File: config.mk
export PLATFORM = sky130hd
export DESIGN_NAME = keypad_press_to_char_fifo_top
export DESIGN_NICKNAME = d
export VERILOG_FILES = /design/src/hdl/kpc_pkg.sv /design/src/hdl/kpc_ram.sv /design/src/hdl/kpc_front.sv /design/src/hdl/kpc_cmdq.sv /design/src/hdl/kpc_back.sv /design/src/hdl/keypad_press_to_char_fifo_top.sv
export SDC_FILE = /design/constraint.sdc
export NUM_CORES = 1
export LEC_CHECK = 0
export BUFFER_PORTS_ARGS = -buffer_cell sky130_fd_sc_hd__buf_2
export CELL_PAD_IN_SITES_DETAIL_PLACEMENT = 0
export CELL_PAD_IN_SITES_GLOBAL_PLACEMENT = 2
export CORE_AREA = 5 5 224 226
export CTS_CLUSTER_DIAMETER = 100
export DETAILED_ROUTE_END_ITERATION = 7
export DIE_AREA = 0 0 229 231
export PLACE_DENSITY = 0.7
export SLEW_MARGIN = 25
export SYNTH_ARGS = -nofsm -noshare
export SYNTH_HDL_FRONTEND = slang
export SYNTH_SLANG_ARGS = --single-unit
File: constraint.sdc
create_clock -name aclk -period 4.1 [get_ports aclk]
set_input_delay 0 -clock aclk [delete_from_list [all_inputs] [get_ports aclk]]
set_output_delay 0 -clock aclk [all_outputs]
set_load 0.01 [all_outputs]
File: src/hdl/kpc_pkg.sv
// Shared types, constants and tables for the keypad press-to-character block.
`default_nettype none

package kpc_pkg;

    localparam int unsigned RING_DEPTH_DEF = 32;
    localparam int unsigned CMDQ_DEPTH     = 4;

    localparam int unsigned KEYS_W      = 9;
    localparam int unsigned CHAR_W      = 8;
    localparam int unsigned BCNT_W      = 5;
    localparam int unsigned KEY_CODES_W = 64;
    localparam int unsigned IDX_W       = 4;
    localparam int unsigned S_TDATA_W   = 16;
    localparam int unsigned M_TDATA_W   = 16;

    localparam logic [IDX_W-1:0] KEY_VOL_UP   = 4'd5;
    localparam logic [IDX_W-1:0] KEY_VOL_DOWN = 4'd8;

    localparam logic [CHAR_W-1:0] CHAR_ESC     = 8'h1B;
    localparam logic [CHAR_W-1:0] CHAR_BRACKET = 8'h5B;  // '['
    localparam logic [CHAR_W-1:0] CHAR_UP      = 8'h41;  // 'A'
    localparam logic [CHAR_W-1:0] CHAR_DOWN    = 8'h42;  // 'B'

    // h p e s . + f c -
    localparam logic [CHAR_W-1:0] BUTTON_LETTER [0:KEYS_W-1] = '{
        8'h68, 8'h70, 8'h65, 8'h73, 8'h2E, 8'h2B, 8'h66, 8'h63, 8'h2D
    };

    typedef enum logic {
        OP_KEY_EVENT = 1'b0,
        OP_READ      = 1'b1
    } op_t;

    typedef struct packed {
        op_t               op;
        logic              direct;
        logic [KEYS_W-1:0] fresh;
    } cmd_t;

    typedef struct packed {
        logic              char_valid;
        logic [CHAR_W-1:0] key_char;
        logic [BCNT_W-1:0] buffered_count;
        logic              last;
    } res_t;

endpackage

`default_nettype wire

File: src/hdl/kpc_ram.sv
// Generic single-write, single-read RAM with registered read data.
`default_nettype none

module kpc_ram #(
    parameter  int unsigned WIDTH = 8,
    parameter  int unsigned DEPTH = 32,
    localparam int unsigned AW    = $clog2(DEPTH)
) (
    input  wire logic             aclk,
    input  wire logic             we,
    input  wire logic [AW-1:0]    waddr,
    input  wire logic [WIDTH-1:0] wdata,
    input  wire logic [AW-1:0]    raddr,
    output logic      [WIDTH-1:0] rdata
);

    logic [WIDTH-1:0] mem [DEPTH];

    always_ff @(posedge aclk) begin
        if (we) begin
            mem[waddr] <= wdata;
        end
        rdata <= mem[raddr];
    end

endmodule

`default_nettype wire

File: src/hdl/kpc_front.sv
// Front end: accepts input transfers, finds new presses, queues commands.
`default_nettype none

module kpc_front (
    input  wire logic                                 aclk,
    input  wire logic                                 aresetn,
    input  wire logic                                 s_axis_tvalid,
    output logic                                      s_axis_tready,
    input  wire logic [kpc_pkg::S_TDATA_W-1:0]        s_axis_tdata,
    input  wire logic                                 s_axis_tuser,
    input  wire logic                                 q_full_i,
    output logic                                      q_push_o,
    output kpc_pkg::cmd_t                             q_cmd_o
);

    logic [kpc_pkg::KEYS_W-1:0] prev_keys_reg;
    logic [kpc_pkg::KEYS_W-1:0] prev_keys_next;
    logic [kpc_pkg::KEYS_W-1:0] keys;
    kpc_pkg::op_t               op;

    assign keys          = s_axis_tdata[kpc_pkg::KEYS_W-1:0];
    assign op            = kpc_pkg::op_t'(s_axis_tuser);
    assign s_axis_tready = !q_full_i;
    assign q_push_o      = s_axis_tvalid && !q_full_i;

    assign q_cmd_o.op     = op;
    assign q_cmd_o.direct = s_axis_tdata[kpc_pkg::KEYS_W];
    assign q_cmd_o.fresh  = keys & ~prev_keys_reg;

    always_comb begin
        prev_keys_next = prev_keys_reg;
        if (q_push_o && op == kpc_pkg::OP_KEY_EVENT) begin
            prev_keys_next = keys;
        end
    end

    always_ff @(posedge aclk) begin
        if (!aresetn) begin
            prev_keys_reg <= '0;
        end else begin
            prev_keys_reg <= prev_keys_next;
        end
    end

endmodule

`default_nettype wire

File: src/hdl/kpc_cmdq.sv
// Short command queue between front end and back end.
`default_nettype none

module kpc_cmdq #(
    parameter  int unsigned DEPTH = kpc_pkg::CMDQ_DEPTH,
    localparam int unsigned PW    = $clog2(DEPTH),
    localparam int unsigned CW    = $clog2(DEPTH + 1)
) (
    input  wire logic          aclk,
    input  wire logic          aresetn,
    input  wire logic          push_i,
    input  wire kpc_pkg::cmd_t cmd_i,
    input  wire logic          pop_i,
    output kpc_pkg::cmd_t      cmd_o,
    output logic               full_o,
    output logic               empty_o
);

    kpc_pkg::cmd_t   entry_reg [DEPTH];
    logic [PW-1:0]   wptr_reg, wptr_next;
    logic [PW-1:0]   rptr_reg, rptr_next;
    logic [CW-1:0]   cnt_reg, cnt_next;
    logic            do_push, do_pop;

    assign full_o  = (cnt_reg == CW'(DEPTH));
    assign empty_o = (cnt_reg == '0);
    assign cmd_o   = entry_reg[rptr_reg];
    assign do_push = push_i && !full_o;
    assign do_pop  = pop_i && !empty_o;

    always_comb begin
        wptr_next = wptr_reg;
        rptr_next = rptr_reg;
        cnt_next  = cnt_reg;
        if (do_push) begin
            wptr_next = (wptr_reg == PW'(DEPTH - 1)) ? '0 : wptr_reg + 1'b1;
        end
        if (do_pop) begin
            rptr_next = (rptr_reg == PW'(DEPTH - 1)) ? '0 : rptr_reg + 1'b1;
        end
        if (do_push && !do_pop) begin
            cnt_next = cnt_reg + 1'b1;
        end else if (!do_push && do_pop) begin
            cnt_next = cnt_reg - 1'b1;
        end
    end

    always_ff @(posedge aclk) begin
        if (do_push) begin
            entry_reg[wptr_reg] <= cmd_i;
        end
    end

    always_ff @(posedge aclk) begin
        if (!aresetn) begin
            wptr_reg <= '0;
            rptr_reg <= '0;
            cnt_reg  <= '0;
        end else begin
            wptr_reg <= wptr_next;
            rptr_reg <= rptr_next;
            cnt_reg  <= cnt_next;
        end
    end

endmodule

`default_nettype wire

File: src/hdl/kpc_back.sv
// Back end: scans new presses, runs the character ring, drives the output register.
`default_nettype none

module kpc_back #(
    parameter  int unsigned RING_DEPTH = kpc_pkg::RING_DEPTH_DEF,
    localparam int unsigned AW         = $clog2(RING_DEPTH)
) (
    input  wire logic                                aclk,
    input  wire logic                                aresetn,
    input  wire logic [kpc_pkg::KEY_CODES_W-1:0]     key_codes_i,
    input  wire logic                                q_empty_i,
    input  wire kpc_pkg::cmd_t                       q_cmd_i,
    output logic                                     q_pop_o,
    output logic                                     m_valid_o,
    output kpc_pkg::res_t                            m_res_o,
    input  wire logic                                m_ready_i
);

    typedef enum logic [2:0] {
        ST_IDLE,
        ST_SCAN,
        ST_RD_WAIT,
        ST_RD_DATA,
        ST_RESULT
    } state_t;

    state_t                         state_reg, state_next;
    logic                           direct_reg, direct_next;
    logic [kpc_pkg::KEYS_W-1:0]     pend_reg, pend_next;
    logic [kpc_pkg::IDX_W-1:0]      idx_reg, idx_next;
    logic [1:0]                     sub_reg, sub_next;
    logic [kpc_pkg::IDX_W-1:0]      n_reg, n_next;
    logic [AW-1:0]                  head_reg, head_next;
    logic [AW-1:0]                  tail_reg, tail_next;
    logic [AW-1:0]                  count_reg, count_next;
    kpc_pkg::res_t                  hold_reg, hold_next;
    logic                           m_valid_reg, m_valid_next;
    kpc_pkg::res_t                  m_res_reg, m_res_next;

    logic                           ram_we;
    logic [kpc_pkg::CHAR_W-1:0]     ram_wdata;
    logic [kpc_pkg::CHAR_W-1:0]     ram_rdata;

    logic                           out_free;
    logic [kpc_pkg::KEYS_W-1:0]     bit_sel;
    logic [kpc_pkg::KEYS_W-1:0]     pend_left;
    logic                           is_vol;
    logic [kpc_pkg::CHAR_W-1:0]     vol_char;
    logic [kpc_pkg::CHAR_W-1:0]     code_char;
    logic [kpc_pkg::IDX_W-1:0]      n_inc;
    logic [AW-1:0]                  count_dec;

    kpc_ram #(
        .WIDTH (kpc_pkg::CHAR_W),
        .DEPTH (RING_DEPTH)
    ) u_ring (
        .aclk  (aclk),
        .we    (ram_we),
        .waddr (tail_reg),
        .wdata (ram_wdata),
        .raddr (head_reg),
        .rdata (ram_rdata)
    );

    assign m_valid_o = m_valid_reg;
    assign m_res_o   = m_res_reg;

    assign out_free  = !m_valid_reg || m_ready_i;
    assign bit_sel   = kpc_pkg::KEYS_W'(1) << idx_reg;
    assign pend_left = pend_reg & ~bit_sel;
    assign is_vol    = (idx_reg == kpc_pkg::KEY_VOL_UP) || (idx_reg == kpc_pkg::KEY_VOL_DOWN);
    assign code_char = key_codes_i[{idx_reg[2:0], 3'b000} +: kpc_pkg::CHAR_W];
    assign n_inc     = n_reg + 1'b1;
    assign count_dec = count_reg - 1'b1;

    always_comb begin
        case (sub_reg)
            2'd0:    vol_char = kpc_pkg::CHAR_ESC;
            2'd1:    vol_char = kpc_pkg::CHAR_BRACKET;
            default: vol_char = (idx_reg == kpc_pkg::KEY_VOL_UP) ? kpc_pkg::CHAR_UP
                                                                 : kpc_pkg::CHAR_DOWN;
        endcase
    end

    always_comb begin
        state_next   = state_reg;
        direct_next  = direct_reg;
        pend_next    = pend_reg;
        idx_next     = idx_reg;
        sub_next     = sub_reg;
        n_next       = n_reg;
        head_next    = head_reg;
        tail_next    = tail_reg;
        count_next   = count_reg;
        hold_next    = hold_reg;
        m_valid_next = m_valid_reg;
        m_res_next   = m_res_reg;
        q_pop_o      = 1'b0;
        ram_we       = 1'b0;
        ram_wdata    = is_vol ? vol_char : code_char;

        if (m_valid_reg && m_ready_i) begin
            m_valid_next = 1'b0;
        end

        case (state_reg)
            ST_IDLE: begin
                if (!q_empty_i) begin
                    q_pop_o     = 1'b1;
                    direct_next = q_cmd_i.direct;
                    pend_next   = q_cmd_i.fresh;
                    idx_next    = '0;
                    sub_next    = '0;
                    n_next      = '0;
                    if (q_cmd_i.op == kpc_pkg::OP_READ) begin
                        if (count_reg == '0) begin
                            hold_next  = '{char_valid: 1'b0, key_char: '0,
                                           buffered_count: '0, last: 1'b1};
                            state_next = ST_RESULT;
                        end else begin
                            state_next = ST_RD_WAIT;
                        end
                    end else begin
                        state_next = ST_SCAN;
                    end
                end
            end
            ST_SCAN: begin
                if (pend_reg == '0) begin
                    // no press left: direct mode only gets here with no press at all
                    hold_next = '{char_valid: 1'b0, key_char: '0,
                                  buffered_count: direct_reg ? '0
                                                             : kpc_pkg::BCNT_W'(count_reg),
                                  last: 1'b1};
                    state_next = ST_RESULT;
                end else if (!pend_reg[idx_reg]) begin
                    idx_next = idx_reg + 1'b1;
                end else if (direct_reg) begin
                    if (out_free) begin
                        m_valid_next = 1'b1;
                        m_res_next   = '{char_valid: 1'b1,
                                         key_char: kpc_pkg::BUTTON_LETTER[idx_reg],
                                         buffered_count: kpc_pkg::BCNT_W'(n_inc),
                                         last: (pend_left == '0)};
                        pend_next    = pend_left;
                        n_next       = n_inc;
                        idx_next     = idx_reg + 1'b1;
                        if (pend_left == '0) begin
                            state_next = ST_IDLE;
                        end
                    end
                end else begin
                    // one ring push per cycle; dropped once the ring holds depth-1
                    if (count_reg < AW'(RING_DEPTH - 1)) begin
                        ram_we     = 1'b1;
                        tail_next  = (tail_reg == AW'(RING_DEPTH - 1)) ? '0 : tail_reg + 1'b1;
                        count_next = count_reg + 1'b1;
                    end
                    if (!is_vol || sub_reg == 2'd2) begin
                        pend_next = pend_left;
                        idx_next  = idx_reg + 1'b1;
                        sub_next  = '0;
                    end else begin
                        sub_next = sub_reg + 1'b1;
                    end
                end
            end
            ST_RD_WAIT: begin
                state_next = ST_RD_DATA;
            end
            ST_RD_DATA: begin
                hold_next  = '{char_valid: 1'b1, key_char: ram_rdata,
                               buffered_count: kpc_pkg::BCNT_W'(count_dec), last: 1'b1};
                head_next  = (head_reg == AW'(RING_DEPTH - 1)) ? '0 : head_reg + 1'b1;
                count_next = count_dec;
                state_next = ST_RESULT;
            end
            ST_RESULT: begin
                if (out_free) begin
                    m_valid_next = 1'b1;
                    m_res_next   = hold_reg;
                    state_next   = ST_IDLE;
                end
            end
            default: begin
                state_next = ST_IDLE;
            end
        endcase
    end

    always_ff @(posedge aclk) begin
        if (!aresetn) begin
            state_reg   <= ST_IDLE;
            head_reg    <= '0;
            tail_reg    <= '0;
            count_reg   <= '0;
            m_valid_reg <= 1'b0;
        end else begin
            state_reg   <= state_next;
            head_reg    <= head_next;
            tail_reg    <= tail_next;
            count_reg   <= count_next;
            m_valid_reg <= m_valid_next;
        end
        direct_reg <= direct_next;
        pend_reg   <= pend_next;
        idx_reg    <= idx_next;
        sub_reg    <= sub_next;
        n_reg      <= n_next;
        hold_reg   <= hold_next;
        m_res_reg  <= m_res_next;
    end

endmodule

`default_nettype wire

File: src/hdl/keypad_press_to_char_fifo_top.sv
// Keypad press-to-character block: top level with configuration register.
//
// Input channel (s_axis): one transfer is a keypad event (tuser = 0) carrying
// the 3x3 key map, or a read request (tuser = 1). Output channel (m_axis):
// result items; a keypad event in direct mode yields one result per new
// press, everything else exactly one. tlast marks the final result of an item.
// cfg_we/cfg_wdata load the eight key codes; write only while the block is idle.
//
// Timing: a command queue decouples input from the back end. A read of a
// non-empty ring goes through ST_RD_WAIT, ST_RD_DATA (registered RAM read)
// and ST_RESULT to the output register. A buffered event scans key indices
// up to the highest new press (a volume key writes ESC, '[' and 'A'/'B'),
// then passes through ST_RESULT. Direct mode gives one letter per scanned
// press cycle while the output register is free. The back end handles one
// item at a time; the front keeps accepting until the 4-entry queue is full.
//
// Reset (aresetn low, synchronous) clears the previous key map, the ring
// pointers and count, the queue and the key codes; no clearing pass is needed.
// When m_axis_tready is low the output register holds; new results wait.
`default_nettype none

module keypad_press_to_char_fifo_top #(
    parameter int unsigned RING_DEPTH = kpc_pkg::RING_DEPTH_DEF
) (
    input  wire logic                                aclk,
    input  wire logic                                aresetn,
    input  wire logic                                s_axis_tvalid,
    output logic                                     s_axis_tready,
    // [8:0] pressed_keys, [9] direct_mode, [15:10] zero
    input  wire logic [kpc_pkg::S_TDATA_W-1:0]       s_axis_tdata,
    // [0] operation
    input  wire logic                                s_axis_tuser,
    output logic                                     m_axis_tvalid,
    input  wire logic                                m_axis_tready,
    // [7:0] key_char, [12:8] buffered_count, [15:13] zero
    output logic      [kpc_pkg::M_TDATA_W-1:0]       m_axis_tdata,
    // [0] char_valid
    output logic                                     m_axis_tuser,
    output logic                                     m_axis_tlast,
    input  wire logic                                cfg_we,
    input  wire logic [kpc_pkg::KEY_CODES_W-1:0]     cfg_wdata
);

    logic [kpc_pkg::KEY_CODES_W-1:0] key_codes_reg, key_codes_next;
    logic                            q_push, q_pop, q_full, q_empty;
    kpc_pkg::cmd_t                   q_in_cmd, q_out_cmd;
    kpc_pkg::res_t                   m_res;

    always_comb begin
        key_codes_next = key_codes_reg;
        if (cfg_we) begin
            key_codes_next = cfg_wdata;
        end
    end

    always_ff @(posedge aclk) begin
        if (!aresetn) begin
            key_codes_reg <= '0;
        end else begin
            key_codes_reg <= key_codes_next;
        end
    end

    kpc_front u_front (
        .aclk          (aclk),
        .aresetn       (aresetn),
        .s_axis_tvalid (s_axis_tvalid),
        .s_axis_tready (s_axis_tready),
        .s_axis_tdata  (s_axis_tdata),
        .s_axis_tuser  (s_axis_tuser),
        .q_full_i      (q_full),
        .q_push_o      (q_push),
        .q_cmd_o       (q_in_cmd)
    );

    kpc_cmdq #(
        .DEPTH (kpc_pkg::CMDQ_DEPTH)
    ) u_cmdq (
        .aclk    (aclk),
        .aresetn (aresetn),
        .push_i  (q_push),
        .cmd_i   (q_in_cmd),
        .pop_i   (q_pop),
        .cmd_o   (q_out_cmd),
        .full_o  (q_full),
        .empty_o (q_empty)
    );

    kpc_back #(
        .RING_DEPTH (RING_DEPTH)
    ) u_back (
        .aclk        (aclk),
        .aresetn     (aresetn),
        .key_codes_i (key_codes_reg),
        .q_empty_i   (q_empty),
        .q_cmd_i     (q_out_cmd),
        .q_pop_o     (q_pop),
        .m_valid_o   (m_axis_tvalid),
        .m_res_o     (m_res),
        .m_ready_i   (m_axis_tready)
    );

    assign m_axis_tdata = {3'b000, m_res.buffered_count, m_res.key_char};
    assign m_axis_tuser = m_res.char_valid;
    assign m_axis_tlast = m_res.last;

    // Queue occupancy cannot be full and empty at once.
    a_q_sane: assert property (@(posedge aclk) disable iff (!aresetn)
        !(q_full && q_empty))
        else $error("command queue both full and empty");

    // A result without a character always carries a zero character code.
    a_empty_char: assert property (@(posedge aclk) disable iff (!aresetn)
        (m_axis_tvalid && !m_axis_tuser) |-> (m_axis_tdata[7:0] == 8'h00))
        else $error("invalid result with nonzero character");

    // Only direct-mode letters come as non-final results, and those are valid.
    a_mid_valid: assert property (@(posedge aclk) disable iff (!aresetn)
        (m_axis_tvalid && !m_axis_tlast) |-> m_axis_tuser)
        else $error("non-final result without a character");

    // The back end never pops an empty queue.
    a_no_pop_empty: assert property (@(posedge aclk) disable iff (!aresetn)
        q_pop |-> !q_empty)
        else $error("pop from empty command queue");

endmodule

`default_nettype wire
== Yosys cells after proc, flatten, opt, wreduce, memory -nomap -nowiden ==
Memories as Yosys holds them, arrays and structs flattened. A register that Yosys moved wholly into a read port is not among the register bits.
Cells that the tools add are included.

* Register bits after elaboration: 149
* RAM bits: 300
* ROM bits: 128
* Input bits: 86
* Output and inout port bits: 20
* Word-level logic and storage cells: 204
* Memories kept: 3

* $add $sub $neg: 11
* Magnitude comparators: 3
* Eq/ne operators: 32
* Shift-type cells: 2
* Muxes and demuxes: 84
* Bitwise gates (word level): 9
* Reductions and logical operators: 37

{| class="wikitable"
|+ Memories
! memory !! words !! bits a word !! read ports !! clocked after Yosys merged registers in !! wr ports !! RTL line !! RTL
|-
| u_back.u_ring.mem || 32 || 8 || 1 || 1 || 1 || kpc_ram.sv:17 || <nowiki>logic [WIDTH-1:0] mem [DEPTH];</nowiki>
|-
| (name not given) || 16 || 8 || 1 || 0 || 0 || kpc_back.sv:142 || <nowiki>key_char: kpc_pkg::BUTTON_LETTER[idx_reg],</nowiki>
|-
| u_cmdq.entry_reg || 4 || 11 || 1 || 1 || 1 || kpc_cmdq.sv:19 || <nowiki>kpc_pkg::cmd_t entry_reg [DEPTH];</nowiki>
|}

{| class="wikitable"
|+ Operator list
! kind !! count
|-
| $mux W15 || 9
|-
| $shiftx A64 B7 Y8 || 1
|-
| $mux W9 || 6
|-
| $pmux W15 S3 || 1
|-
| $mux W4 || 10
|-
| $mux W5 || 7
|-
| $mux W3 || 11
|-
| $pmux W15 S2 || 1
|-
| $reduce_and A5 Y1 || 5
|-
| $mux W8 || 3
|-
| $reduce_and A6 Y1 || 4
|-
| $mux W2 || 10
|-
| $and A9 B9 Y9 || 2
|-
| $logic_not A9 Y1 || 2
|-
| $not A9 Y9 || 2
|-
| $pmux W9 S2 || 1
|-
| $mux W1 || 17
|-
| $pmux W4 S2 || 2
|-
| $pmux W8 S2 || 1
|-
| $add A5 B1 Y5 const B || 3
|-
| $ne A3 B1 Y1 const B || 5
|-
| $pmux W3 S5 || 1
|-
| $ne A2 B1 Y1 const B || 7
|-
| $eq A5 B5 Y1 const B || 2
|-
| other kinds (35) || 65
|}

== Logic depth before layout (Yosys ltp) ==
* Depth in word-level cells: 10
* Depth in mapped cells: 10

== Hierarchy ==
Synthesis repeated with hierarchy kept, for this count alone.

* Cells, all modules: 1207
* Area total of the unflattened synthesis: 19243.5 um^2

{| class="wikitable"
|+ Modules (own cells, without submodules)
! module !! instances !! cells each !! area an instance (um^2) !! seq. area each (um^2)
|-
| kpc_ram || 1 || 417 || 10053.4 || 7847.5
|-
| kpc_back || 1 || 419 || 4191.5 || 1851.8
|-
| keypad_press_to_char_fifo_top || 1 || 210 || 2477.4 || 1281.2
|-
| kpc_cmdq || 1 || 108 || 2060.7 || 1501.4
|-
| kpc_front || 1 || 53 || 460.4 || 180.2
|}

== Worst setup path after synthesis ==
OpenSTA, ideal clock, no wires.

* Path type: register to register
* Start point: register u_back.idx_reg[1] (netlist name)
* End point: memory u_back.u_ring.mem[0][0], data pin
* Library setup time: 0.454 ns
* Arrival time: 3.112 ns
* Data required time: 3.646 ns
* Path slack: 0.534 ns
* Stages on the path, launching flop included: 9
* Path buffers: 3
* Clock period less this slack: 3.566 ns
* Path through: edfxtp_1 -> clkbuf_1 -> clkbuf_1 -> clkbuf_1 -> inv_1 -> ha_1 -> nand2_1 -> a21oi_1 -> o21ai_0

* Longest elaborated chain between the ends: 4
* Elaborated cells between the ends (all ways): 7
* Classes of those cells: eq/ne (2); shift (1); mux (3); reduce/logical (1)

{| class="wikitable"
|+ Ends and longest elaborated chain
! what !! RTL line !! RTL
|-
| from (decl) || kpc_back.sv:30 || <nowiki>logic [kpc_pkg::IDX_W-1:0] idx_reg, idx_next;</nowiki>
|-
| from (signal assigned) || kpc_back.sv:207 || <nowiki>idx_reg <= idx_next;</nowiki>
|-
| parallel branches: the longest is 3 deep, another holds $shiftx A64 B7 Y8 || - ||
|-
| $mux W8 * || kpc_back.sv:100 || <nowiki>ram_wdata = is_vol ? vol_char : code_char;</nowiki>
|-
| named net u_back.ram_wdata (one bit) || kpc_back.sv:41 || <nowiki>logic [kpc_pkg::CHAR_W-1:0] ram_wdata;</nowiki>
|-
| to (decl) || kpc_ram.sv:17 ||
|}

Mark *: on every way through the listed nets, which the timed path passes.

== Worst setup path in the final report ==
* Start point: register u_back.idx_reg[0] (netlist name)
* End point: register u_back.pend_reg[6] (netlist name) (enable)

* Longest elaborated chain between the ends: 6
* Elaborated cells between the ends (all ways): 10
* Classes of those cells: eq/ne (4); mux (2); reduce/logical (4)

{| class="wikitable"
|+ Ends and longest elaborated chain
! what !! RTL line !! RTL
|-
| parallel branches: the longest is 5 deep, another holds $bmux W1 S4 || - ||
|-
| $reduce_and A6 Y1 (no line) * || - ||
|-
| to (signal assigned) || kpc_back.sv:206 || <nowiki>pend_reg <= pend_next;</nowiki>
|-
| to (decl) || kpc_back.sv:29 || <nowiki>logic [kpc_pkg::KEYS_W-1:0] pend_reg, pend_next;</nowiki>
|}

Mark *: on every way between the ends. The select of a mux whose other input is x is not followed.
A chain may end at the register's enable or synchronous reset.

==> flow_metrics.tcl <==
set metrics [dict create \
    wl_um 43700 \
    crit_required_ns 4.30 \
    clock_path_buffers 3 \
    syn-cell-area_sq_um 18900 \
    synth-edff-count 349 \
    cp_cell_sequence "buf_4, inv_1, ha_1, nand2_1, o21a_1, or3_1, a21oi_1, nor2_1" \
    r2r-start "u_back.idx_reg[0]$_SDFFCE_PN0P_" \
    maxSlewHeadroom_pct 35.5 \
    finalNetCount 1526 \
    critical_path.max_fanout 20 \
    coreArea_sq_um 48100 \
    grt_pass1_wl_um 67600 \
    drt_iter0_drc 790 \
    clockRootBuffer "clkbuf_16" \
    drive_gt1_share_pct 24.4 \
    max_freq_ghz 0.322 \
    fin_crit_ns 3.11 \
    clock_latency_ns 0.59 \
    power_density_nw_per_um2 618 \
    row_count 81 \
    routedWlPerCell_um 21.1 \
    p_leak_nw 8.00 \
    clkTransAtPathRegs_ns 0.06 \
    diodes 0 \
    grt_max_degree 71 \
    post-dp-hpwl_um 28300 \
    finalSetupViolCount 0 \
    die_w_um 229 \
    hold_start "cfg_wdata[39]" \
    end_kind "flip-flop" \
    dp_slack_ns 0.885 \
    synthFlopType "edfxtp_1" \
    die_h_um 231 \
    worst_setup_path_start_kind "flip-flop" \
    status "finished clean" \
    synthArstFlopShare_pct 0 \
    drv_cap 0 \
    first_pass_iters 5 \
    holdWs_ns 0.178 \
    rsz0062_at_grt "false" \
    synthDistinctLibCells 54 \
    peakVddDrop_uv 302 \
    ant_nets 0 \
    start_util_pct 39.2 \
    fin_setup_tns_ns 0 \
    hold_viol_final 0 \
    vias 10684 \
    finClkSkew_ns 0.0276 \
    ioPinCount 106 \
    slew_violations 0 \
    setup.worst_path.start "u_back.idx_reg[0]$_SDFFCE_PN0P_" \
    dieArea_sq_um 52900 \
    viasPerCell 5.15 \
    largest_register_ffs 256 \
    clkSinkCount 458 \
    antenna_found_initial 0 \
    port-buffer-count 96 \
    syn_area_per_cell_sq_um 15.6 \
    worstPathArrival_ns 3.31 \
    synth_seq_cells 458 \
    ys_seq_area_share_pct 67.0 \
    yosys_warnings 0 \
    tightest_slew_ns 0.967 \
    grt_pass1_vias 11045 \
    cts_inserted_buffers 49 \
    timing.final.ws_setup_ns 0.992 \
    grt.total_usage_pct 16.5 \
    drc 0 \
    grt-ovfl-total 0 \
    slowest_stage "nor2_1" \
    slowest_delay_ns 0.61 \
    netlist_instances 1208 \
    cts_tree "done" \
    hold_path_class "in -> reg" \
    htreeDepth 2 \
    min_period_over_period_pct 75.8 \
    worstSetupPathType "reg -> reg" \
    syn_to_final_growth_pct 20.7 \
    gp_congestion 0.764 \
]
==> per-stage QoR <==
step                      power [mW]  area, sq um  util, %  instances
final                           14.1        22800     47.3       2073
after global routing            14.8        22800     47.3       2073
after CTS                       14.3        22700     47.2       2070
after detailed placement        9.68        20300     42.1       1900
after global placement          9.62        20300     42.1       1900
after floorplan                 8.35        18900        -       1210
==> placed cells by master (no fill, tap or decap), types with 28 or more instances in the layout <==
master and n:
clkbuf_16 50, edfxtp_1 349, a21oi_1 28, dfxtp_1 107, o21ai_0 35, nand2_1 56, dlygate4sd3_1 80, buf_2 95
ha_1 28, buf_4 46, nor2_1 145, mux2i_1 83, mux4_2 107
==> Yosys cell counts (3+ instances only) <==
master    number  share of area (%)
or3b_2         3               0.14
nand3_1       19               0.50
and2_1        12               0.40
xor2_1         4               0.19
nand2b_1       7               0.23
nor3_1        12               0.32
or4_1          5               0.20
clkbuf_1      58                1.2
mux2_2         8               0.48
or3_1          6               0.20
nor2b_1       13               0.43
o21ai_0       36               0.95
mux2i_1       83                4.4
a21oi_1       33               0.87
buf_1          6               0.12
nand2_1       56                1.1
nand4_1        3              0.099
a31oi_1        8               0.27
nor4_1         4               0.13
and3_1        11               0.36
o31ai_1        5               0.20
buf_4          3               0.12
edfxtp_1     349                 55
mux4_2       107                 13
ha_1          28                1.9
buf_2          7               0.19
dfxtp_1      109                 12
a211oi_1       5               0.20
o21a_1         3               0.12
inv_1         24               0.48
nor2_1       146                2.9
nand3b_1       7               0.28
==> logic make-up after synthesis <==
| family | Yosys count | share of synthesized area, % |
|---|---|---|
| adder cells (fa/ha/maj) | 29 | 1.96 |
| AND/OR/NAND/NOR | 315 | 7.80 |
| multiplexers | 198 | 17.6 |
| XOR/XNOR | 6 | 0.278 |
| AO/OA/AOI/OAI | 103 | 3.20 |
| other | 1 | 0.0199 |
| flip-flops | 458 | 67.0 |
| buffers and inverters | 98 | 2.05 |
==> worst max-delay path: cells and delay by family (launching register included) <==
| family | cells | cell delay (ns) |
|---|---|---|
| fa+ha+maj | 1 | 0.30 |
| buf+inv | 2 | 0.56 |
| compound gates | 2 | 0.40 |
| flops | 1 | 0.49 |
| simple gates | 3 | 0.98 |
==> layout make-up <==
type,count,area (sq um)
repair buffers,224,1700
multi-input cells,654,5890
clock inverters,27,320
flip-flops and latches,458,12700
inverters,24,90.1
fillers,4099,25400
well taps,622,778
clock buffers,64,1340
==> path summary, 6_finish.rpt <==
kind | to | slack (ns) | depth (start not counted)
worst min-delay path | key_codes_reg[39]$_SDFFE_PN0P_ | 0.18 | 4
worst max register to register | u_back.pend_reg[6]$_DFFE_PP_ | 0.99 | 8
worst min register to register | key_codes_reg[22]$_SDFFE_PN0P_ | 0.49 | 2
worst max-delay path | u_back.pend_reg[6]$_DFFE_PP_ | 0.99 | 8
==> layer usage <==
layer	up-vias	GRT usage [%]	share of wire, %
met5	-	0	0
met4	0	3.29	1.4
met3	45	3.59	5.0
met2	220	26.9	48
met1	5406	23.1	46
li1	5013	-	-
==> report_power, final <==
part           switching [mW]  internal [mW]
combinational            2.03           1.07
sequential              0.329           6.14
clock                    1.81           2.70
total                    4.18           9.90
==> repair_timing <==
action / CTS / global route
hold buffers: 79 / 1
endpoints found under the hold margin: 126 / 25
buffers inserted: 0 / 0
gates resized for setup: 0 / 0
(Power assumes the default switching activity.)
